--- src/egcd_pkg.sv ---
// Package: shared constants, types and state codes for the extended gcd block.
`default_nettype none
package egcd_pkg;
   localparam int DATA_WIDTH_DEFAULT = 32;
   localparam int ERR_WIDTH = 2;

   typedef enum logic [1:0] {
      ERR_NONE      = 2'd0,
      ERR_ZERO      = 2'd1,
      ERR_RANGE     = 2'd2,
      ERR_NOT_COPRIME = 2'd3
   } err_type;

   typedef enum logic [2:0] {
      ST_IDLE,
      ST_CHECK,
      ST_DIV_START,
      ST_DIV_WAIT,
      ST_MUL_M,
      ST_UPDATE,
      ST_FINISH,
      ST_OUTPUT
   } state_type;
endpackage
`default_nettype wire

--- src/egcd_div.sv ---
// Restoring divider, one quotient bit per cycle.
`default_nettype none
module egcd_div #(
   parameter int DATA_WIDTH = egcd_pkg::DATA_WIDTH_DEFAULT
) (
   input  wire logic                  clock,
   input  wire logic                  reset,
   input  wire logic                  start,
   input  wire logic [DATA_WIDTH-1:0] dividend,
   input  wire logic [DATA_WIDTH-1:0] divisor,
   output logic                       done,
   output logic [DATA_WIDTH-1:0]      quotient,
   output logic [DATA_WIDTH-1:0]      remainder
);
   localparam int CW = $clog2(DATA_WIDTH + 1);

   logic [DATA_WIDTH-1:0] quo_ff, quo_in;
   logic [DATA_WIDTH-1:0] rem_ff, rem_in;
   logic [DATA_WIDTH-1:0] dsr_ff, dsr_in;
   logic [CW-1:0]         cnt_ff, cnt_in;
   logic                  busy_ff, busy_in;
   logic                  done_ff, done_in;
   logic [DATA_WIDTH:0]   trial;

   always_comb begin
      quo_in  = quo_ff;
      rem_in  = rem_ff;
      dsr_in  = dsr_ff;
      cnt_in  = cnt_ff;
      busy_in = busy_ff;
      done_in = 1'b0;
      trial   = {rem_ff, quo_ff[DATA_WIDTH-1]} - {1'b0, dsr_ff};
      if (start) begin
         quo_in  = dividend;
         rem_in  = '0;
         dsr_in  = divisor;
         cnt_in  = CW'(DATA_WIDTH);
         busy_in = 1'b1;
      end else if (busy_ff) begin
         if (!trial[DATA_WIDTH]) begin
            rem_in = trial[DATA_WIDTH-1:0];
         end else begin
            rem_in = {rem_ff[DATA_WIDTH-2:0], quo_ff[DATA_WIDTH-1]};
         end
         quo_in = {quo_ff[DATA_WIDTH-2:0], ~trial[DATA_WIDTH]};
         cnt_in = cnt_ff - CW'(1);
         if (cnt_ff == CW'(1)) begin
            busy_in = 1'b0;
            done_in = 1'b1;
         end
      end
   end

   always_ff @(posedge clock) begin
      if (reset) begin
         busy_ff <= 1'b0;
         done_ff <= 1'b0;
         cnt_ff  <= '0;
      end else begin
         busy_ff <= busy_in;
         done_ff <= done_in;
         cnt_ff  <= cnt_in;
      end
      quo_ff <= quo_in;
      rem_ff <= rem_in;
      dsr_ff <= dsr_in;
   end

   assign done      = done_ff;
   assign quotient  = quo_ff;
   assign remainder = rem_ff;
endmodule
`default_nettype wire

--- src/egcd_core.sv ---
// Sequencer: Euclidean steps on one divider and one shared multiplier.
`default_nettype none
module egcd_core #(
   parameter int DATA_WIDTH = egcd_pkg::DATA_WIDTH_DEFAULT
) (
   input  wire logic                         clock,
   input  wire logic                         reset,
   input  wire logic                         in_valid,
   output logic                              in_ready,
   input  wire logic                         in_func,
   input  wire logic signed [DATA_WIDTH-1:0] in_x,
   input  wire logic signed [DATA_WIDTH-1:0] in_y,
   output logic                              out_valid,
   input  wire logic                         out_ready,
   output logic [DATA_WIDTH-2:0]             out_gcd,
   output logic signed [DATA_WIDTH-1:0]      out_a,
   output logic signed [DATA_WIDTH-1:0]      out_b,
   output logic [DATA_WIDTH-2:0]             out_inv,
   output logic [egcd_pkg::ERR_WIDTH-1:0]    out_err
);
   localparam int W = DATA_WIDTH;

   egcd_pkg::state_type state_ff, state_in;

   // sm: working pair; turn_ff picks which side is divided next
   logic [W-1:0] m_ff, m_in, n_ff, n_in;
   logic [W-1:0] mm_ff, mm_in, mn_ff, mn_in, nm_ff, nm_in, nn_ff, nn_in;
   logic [W-1:0] q_ff, q_in, prod_ff, prod_in, y_ff, y_in;
   logic         turn_ff, turn_in, func_ff, func_in, second_ff, second_in;
   logic [1:0]   err_ff, err_in;
   logic [W-2:0] gcd_ff, gcd_in, inv_ff, inv_in;
   logic [W-1:0] a_ff, a_in, b_ff, b_in;

   logic         div_start, div_done;
   logic [W-1:0] div_quo, div_rem, div_num, div_den;
   logic [W-1:0] mul_op, mul_res;
   logic [W-1:0] ga, gb, gg, inv_val;

   egcd_div #(.DATA_WIDTH(W)) u_div (
      .clock     (clock),
      .reset     (reset),
      .start     (div_start),
      .dividend  (div_num),
      .divisor   (div_den),
      .done      (div_done),
      .quotient  (div_quo),
      .remainder (div_rem)
   );

   assign div_num = turn_ff ? m_ff : n_ff;
   assign div_den = turn_ff ? n_ff : m_ff;
   // one shared multiplier, operand chosen by phase and turn
   assign mul_op  = second_ff ? (turn_ff ? nn_ff : mn_ff) : (turn_ff ? nm_ff : mm_ff);
   assign mul_res = W'(q_ff * mul_op);

   always_comb begin
      state_in  = state_ff;
      m_in = m_ff; n_in = n_ff;
      mm_in = mm_ff; mn_in = mn_ff; nm_in = nm_ff; nn_in = nn_ff;
      q_in = q_ff; prod_in = prod_ff; y_in = y_ff;
      turn_in = turn_ff; func_in = func_ff; second_in = second_ff;
      err_in = err_ff; gcd_in = gcd_ff; inv_in = inv_ff; a_in = a_ff; b_in = b_ff;
      div_start = 1'b0;
      in_ready  = 1'b0;
      out_valid = 1'b0;
      ga = turn_ff ? mm_ff : nm_ff;
      gb = turn_ff ? mn_ff : nn_ff;
      gg = turn_ff ? m_ff : n_ff;
      inv_val = ga[W-1] ? ga + y_ff : ga;
      unique case (state_ff)
         egcd_pkg::ST_IDLE: begin
            in_ready = 1'b1;
            if (in_valid) begin
               func_in = in_func;
               y_in    = in_y;
               m_in  = in_x[W-1] ? W'(-in_x) : in_x;
               n_in  = in_y[W-1] ? W'(-in_y) : in_y;
               mm_in = in_x[W-1] ? '1 : W'(1);
               nn_in = in_y[W-1] ? '1 : W'(1);
               mn_in = '0;
               nm_in = '0;
               turn_in = 1'b0;
               err_in  = egcd_pkg::ERR_NONE;
               if (in_func) begin
                  if (in_x <= 0 || in_x >= in_y) err_in = egcd_pkg::ERR_RANGE;
               end else if (in_x == 0 && in_y == 0) begin
                  err_in = egcd_pkg::ERR_ZERO;
               end
               state_in = egcd_pkg::ST_CHECK;
            end
         end
         egcd_pkg::ST_CHECK: begin
            // an error or a zero divisor ends the run
            if (err_ff != egcd_pkg::ERR_NONE) begin
               state_in = egcd_pkg::ST_FINISH;
            end else if ((turn_ff ? n_ff : m_ff) == '0) begin
               state_in = egcd_pkg::ST_FINISH;
            end else begin
               state_in = egcd_pkg::ST_DIV_START;
            end
         end
         egcd_pkg::ST_DIV_START: begin
            div_start = 1'b1;
            state_in  = egcd_pkg::ST_DIV_WAIT;
         end
         egcd_pkg::ST_DIV_WAIT: begin
            if (div_done) begin
               q_in      = div_quo;
               second_in = 1'b0;
               if (turn_ff) m_in = div_rem;
               else         n_in = div_rem;
               state_in  = egcd_pkg::ST_MUL_M;
            end
         end
         egcd_pkg::ST_MUL_M: begin
            prod_in  = mul_res;
            state_in = egcd_pkg::ST_UPDATE;
         end
         egcd_pkg::ST_UPDATE: begin
            if (!turn_ff) begin
               if (!second_ff) nm_in = nm_ff - prod_ff;
               else            nn_in = nn_ff - prod_ff;
            end else begin
               if (!second_ff) mm_in = mm_ff - prod_ff;
               else            mn_in = mn_ff - prod_ff;
            end
            if (!second_ff) begin
               second_in = 1'b1;
               state_in  = egcd_pkg::ST_MUL_M;
            end else begin
               turn_in  = ~turn_ff;
               state_in = egcd_pkg::ST_CHECK;
            end
         end
         egcd_pkg::ST_FINISH: begin
            gcd_in = '0; a_in = '0; b_in = '0; inv_in = '0;
            if (err_ff == egcd_pkg::ERR_NONE) begin
               if (func_ff && gg != W'(1)) begin
                  err_in = egcd_pkg::ERR_NOT_COPRIME;
               end else begin
                  gcd_in = gg[W-2:0];
                  a_in   = ga;
                  b_in   = gb;
                  if (func_ff) inv_in = inv_val[W-2:0];
               end
            end
            state_in = egcd_pkg::ST_OUTPUT;
         end
         egcd_pkg::ST_OUTPUT: begin
            out_valid = 1'b1;
            if (out_ready) state_in = egcd_pkg::ST_IDLE;
         end
         default: state_in = egcd_pkg::ST_IDLE;
      endcase
   end

   always_ff @(posedge clock) begin
      if (reset) state_ff <= egcd_pkg::ST_IDLE;
      else       state_ff <= state_in;
      m_ff <= m_in; n_ff <= n_in;
      mm_ff <= mm_in; mn_ff <= mn_in; nm_ff <= nm_in; nn_ff <= nn_in;
      q_ff <= q_in; prod_ff <= prod_in; y_ff <= y_in;
      turn_ff <= turn_in; func_ff <= func_in; second_ff <= second_in;
      err_ff <= err_in; gcd_ff <= gcd_in; inv_ff <= inv_in; a_ff <= a_in; b_ff <= b_in;
   end

   assign out_gcd = gcd_ff;
   assign out_a   = a_ff;
   assign out_b   = b_ff;
   assign out_inv = inv_ff;
   assign out_err = err_ff;
endmodule
`default_nettype wire

--- config.mk ---
export PLATFORM = sky130hd
export DESIGN_NAME = egcd_core
export DESIGN_NICKNAME = d
export VERILOG_FILES = /design/src/egcd_pkg.sv /design/src/egcd_div.sv /design/src/egcd_core.sv
export SDC_FILE = /design/constraint.sdc
export NUM_CORES = 2
export LEC_CHECK = 0
export ABC_AREA = 1
export BUFFER_PORTS_ARGS = -buffer_cell sky130_fd_sc_hd__buf_2
export CAP_MARGIN = 20
export CORE_ASPECT_RATIO = 0.6
export CORE_MARGIN = 2
export CORE_UTILIZATION = 30
export CTS_BUF_LIST = sky130_fd_sc_hd__clkbuf_8
export CTS_CLUSTER_SIZE = 40
export DETAILED_ROUTE_END_ITERATION = 16
export GPL_TIMING_DRIVEN = 0
export HOLD_SLACK_MARGIN = 0.08
export PLACE_DENSITY = 0.56
export SYNTH_ARGS = -nofsm -noshare
export SYNTH_HDL_FRONTEND = slang
export SYNTH_HIERARCHICAL = 1
export SYNTH_SLANG_ARGS = --single-unit
--- constraint.sdc ---
create_clock -name clock -period 9.85 [get_ports clock]
set_input_delay 0.985 -clock clock [delete_from_list [all_inputs] [get_ports clock]]
set_output_delay 0.985 -clock clock [all_outputs]
set_load 0.03 [all_outputs]
# Word-level counts from Yosys, hierarchy flattened
# Index checks and enable logic that the tools add are counted.
# op_classes
shifts	0
addsub	9
n_lt_le_gt_ge	2
n_eq_ne	20
n_div	0
n_mux	66
bitwise_logic	5
multipliers	1
n_reduce_logical	30
# ops
op	count
32-bit 2-to-1 mux	31
32-bit one-hot mux with 2 select lines	6
32-bit subtractor	4
32-bit logical NOT	3
32-bit negator	2
33-bit by 32-bit subtractor with 33-bit output	1
32-bit >= comparator	1
32-bit by 1-bit less-or-equal comparator with 1-bit output (second input constant)	1
32-bit by 32-bit multiplier with 32-bit output	1
32-bit by 1-bit != test with 1-bit output (second input constant)	1
31-bit adder	1
31-bit 2-to-1 mux	1
4-bit AND reduction	7
3-bit one-hot mux with 8 select lines	1
2-bit != test (second input constant)	10
3-bit 2-to-1 mux	6
3-bit == test (second input constant)	4
6-bit 2-to-1 mux	2
2-bit nonzero test	6
1-bit 2-to-1 mux	11
2-bit 2-to-1 mux	5
3-bit by 2-bit == test with 1-bit output (second input constant)	2
6-bit by 1-bit == test with 1-bit output (second input constant)	1
2-bit AND reduction	3
13 further kinds	22
# word_totals
ramBits	0
wordCells	158
memories	0
latchBits	0
register_bits	525
out_inout_bits	130
in_bits	69
romBits	0

# Longest topological paths before layout
# logic_depth
ltp_word	6
mapped_depth	38
ltp_nobuf	36

# Modules after synthesis
# The synthesis kept the hierarchy.
# by_module_without_submodules
module	seq_area_each_um2	area_each_um2	cells_each	instances
egcd_core	12612.1	44076.0	5492	1
egcd_div	2722.6	6979.2	1036	1

# Worst setup path after synthesis
# Ideal clock, no wire load.
# synth_timing
path_kind	reg2reg
start	reg turn_ff
end	reg prod_ff[31], data pin
stages_incl_launch_ff	35
t_required_ns	9.598
setup_slack_ns	2.688
period_less_slack_ns	7.162
setup_ns	0.252
arrival_ns	6.910
path_buffers	3
path_cell_list	edfxtp_1 > inv_2 > clkbuf_1 > nand2_1 > nand3_1 > nand2_1 > clkbuf_1 > inv_1 > clkbuf_1 > nand2_1 > fa_1 > inv_1 > fa_1 > inv_1 > fa_1 > inv_1 > fa_1 > fa_1 > inv_1 > fa_1 > fa_1 > fa_1 > inv_1 > ha_1 > nand2_1 > nor2_1 > nand2_1 > nor4_1 > nand2_1 > o2111ai_1 > nand3_1 > nand2_1 > inv_1 > nand2_1 > nand2_1
# synth_via
elab_chain_cells	3
word_cells_on_any_way	4
classes_between	mul: 1; mux: 3
# synth_rtl
item	line_no	text
from (decl)	egcd_core.sv:29	logic turn_ff, turn_in, func_ff, func_in, second_ff, second_in;
from (signal assigned)	egcd_core.sv:163	turn_ff <= turn_in; func_ff <= func_in; second_ff <= second_in;
32-bit 2-to-1 mux	egcd_core.sv:53	assign mul_op = second_ff ? (turn_ff ? nn_ff : mn_ff) : (turn_ff ? nm_ff : mm_ff);
32-bit 2-to-1 mux (*)	egcd_core.sv:53	
32-bit by 32-bit multiplier with 32-bit output (*)	egcd_core.sv:54	assign mul_res = W'(q_ff * mul_op);
via mul_res[31]	egcd_core.sv:36	logic [W-1:0] mul_op, mul_res;
to (signal assigned)	egcd_core.sv:162	q_ff <= q_in; prod_ff <= prod_in; y_ff <= y_in;
to (decl)	egcd_core.sv:28	logic [W-1:0] q_ff, q_in, prod_ff, prod_in, y_ff, y_in;
# Mark *: on every way through the listed nets, which the timed path passes. The rest lies on a longest branch.
# A chain may end at the register's enable or synchronous reset.

# Final worst setup path
# layout_timing
start	reg second_ff
end	reg prod_ff[31], data pin
# layout_via
elab_chain_cells	2
# layout_rtl
item	line_no
from (decl)	egcd_core.sv:29
from (signal assigned)	egcd_core.sv:163
32-bit 2-to-1 mux	egcd_core.sv:53
32-bit by 32-bit multiplier with 32-bit output	egcd_core.sv:54
via mul_res[31]	egcd_core.sv:36
# The timed path passes the listed nets, and every way through them passes these cells.

==> results_dict.tcl <==
set metrics [dict create \
    cpMostUsedCell "fa_1" \
    grtUsageMet2_pct 29.8 \
    status "finished, final reports clean" \
    synth_fp_nets 7356 \
    relSlewSlack_pct 14.2 \
    path_buf_inv 8 \
    core_mm2 0.169 \
    finalCritPeriodShare_pct 97.0 \
    grt_use_met1_pct 40.8 \
    clock_latency_ns 0.82 \
    cp_slowest_cell "fa_1" \
    worst_hold_path_type "in -> reg" \
    die_h_um 324 \
    critPathTopFamily "adder cells" \
    initialDrtViolationCount 6924 \
    die_w_um 537 \
    clock.fmax_ghz 0.105 \
    worst_path_largest_cell_delay_ns 0.80 \
    antenna_found_initial 13 \
    yosys_warnings 6 \
    pin_count 199 \
    syn_area_per_cell_um2 7.82 \
    end_kind "flop" \
    track_usage_pct 25.1 \
    async_reset_ff_share_pct 0 \
    ys_types 56 \
    syn_to_final_growth_pct 12.0 \
    cts_root_buf "clkbuf_8" \
    synth_seq_cells 525 \
    ys_top_cells_by_area "edfxtp_1 (28%), fa_1 (16%), nand2_1 (11%)" \
    crit_required_ns 10.32 \
    crit_type "reg -> reg" \
    vias 47850 \
    synth.yosys.seq_area_share_pct 30.0 \
    cts_tree "done" \
    path_clk_slew_ns 0.07 \
    hold_viol 0 \
    syn_area_mm2 0.0511 \
    busiest_layer "met1" \
    routed_wl_um 222000 \
    max-cap-violations 0 \
    fin_nets 7670 \
    row_count 117 \
    portBuffers 198 \
    fin_skew_ns 0.0556 \
    grt_pass1_wl_um 315000 \
    grtUsageMet3_pct 10.0 \
    postSynthCellCount 6528 \
    cts.sinks 525 \
    finalSetupViolations 0 \
    grt_pass1_vias 43942 \
    finish.utilization_pct 33.8 \
    final.min_clock_period_ns 9.55 \
    firstDrtPassIters 9 \
    grt_start_max_net_pins 35 \
    drive_gt1_share_pct 7.69 \
    h-tree-depth 3 \
    synth.top_cell.area_share_pct 28.3 \
    grt.overflow.total 0 \
    synth_edf_count 482 \
    crit_fanout 10 \
    cp_data_arrival_time_ns 10.02 \
    ys.flop_type "edfxtp_1" \
    numCtsBuffers 85 \
    ctsHoldBuffers 0 \
    design.die.area_mm2 0.174 \
    crit_path_start_kind "flop" \
    worst_pin_slew_ns 1.29 \
    cts_buffer_depth 3 \
    wl_per_cell_um 24.2 \
    drv_slew 0 \
    rsz0062_at_grt "false" \
    viasPerCell 5.21 \
    drtAntennaViolNets 0 \
    yosysTopAreaCell "edfxtp_1" \
    gp_routability_congestion 1.00 \
    initial_core_util_pct 30.1 \
    drc 0 \
    post-dp-hpwl_um 184000 \
    postCtsSetupBuffers 0 \
]
==> cell usage after synthesis, types with 21 or more instances <==
cell         n
xor2_1      59
fa_1       414
buf_2       32
a21oi_1    409
or2_2       39
nor4_1      22
o21a_1      32
nand2_1   1519
clkbuf_1   141
o21bai_1    25
dfxtp_1     43
nand3_1    272
nor2_1     728
o22ai_1     21
ha_1       345
nor3_1      89
inv_1     1142
nand4_1     56
xnor2_1     44
nand2_2     21
o21ai_0    385
edfxtp_1   482
==> routing by layer <==
metal,vias up,share of wire (%)
met5,-,0.12
met4,4,1.5
met3,239,15
met2,2779,34
met1,23243,49
li1,21585,-
==> logic make-up (layout without fill, tap and decap cells) <==
logic type	count (synthesis)	count (layout)	share of synthesized area [%]
adders and majority gates	759	759	24.7
xor gates and xnor gates	107	107	1.95
DFF	525	525	30.0
muxes	1	1	0.0196
buffers and inverters	1359	1746	10.3
and+or+nand+nor	2796	2796	22.5
other	0	4	0
AOI/OAI and AO/OA	981	981	10.5
==> state kept, by name (all words and copies together), names as in the netlist, 32 cells and up <==
| name | count |
|---|---|
| nn_ff | 32 |
| u_div/quotient | 32 |
| prod_ff | 32 |
| out_b | 32 |
| mm_ff | 32 |
| m_ff | 32 |
| u_div/remainder | 32 |
| out_a | 32 |
| u_div/dsr_ff | 32 |
| n_ff | 32 |
| nm_ff | 32 |
| q_ff | 32 |
| mn_ff | 32 |
==> path summary, 6_finish.rpt <==
path	from	end	slack (ns)	cells after the start
max reg2reg	second_ff$_DFFE_PP_	prod_ff[31]$_DFFE_PP_	0.30	29
min	in_y[3]	y_ff[3]$_DFFE_PP_	0.45	1
min reg2reg	u_div/quotient[9]$_DFFE_PP_	q_ff[9]$_DFFE_PP_	0.45	0
max	second_ff$_DFFE_PP_	prod_ff[31]$_DFFE_PP_	0.30	29
==> layout by cell type (no fill, tap or decap), types with 44 or more instances in the layout <==
master    instances
nand3_1         264
fa_1            414
buf_2           231
edfxtp_1        482
nand2_1        1515
nor3_1           86
inv_1          1159
nor2_1          724
nand4_1          56
xor2_1           59
a21oi_1         407
clkbuf_8         87
o21ai_0         385
ha_1            345
xnor2_1          44
clkbuf_1        119
==> per-stage QoR <==
stage               hold slack (ns)  worst slack, ns  TNS, ns  instances  instance area, um2
CTS                           0.389           0.0687        0       9175               57100
global placement              0.431            -1.40   -67.59       8987               54900
finish                        0.448            0.297        0       9180               57200
global route                  0.424          0.00359        0       9177               57200
floorplan                     0.426             2.69        0       6528               51100
detailed placement            0.441           -0.555   -0.555       9015               55400
==> final cells by class <==
class	instances	area (um2)
buffer	197	915
timing repair buffer	229	1460
clock buffer	87	1200
multi-input combinational	4644	30600
fill	17998	112000
antenna	4	10.0
tap	2261	2830
clock inverter	73	475
inverter	1160	4370
sequential	525	15300
==> repair_timing <==
action                                  4_1_cts  5_1_grt
endpoints found under the setup margin        1        2
resized for setup                             5       56
hold endpoints to repair                      0        0
Power is not shown: default switching activity piles up to over one toggle a cycle in this logic, so the estimate is an artifact.
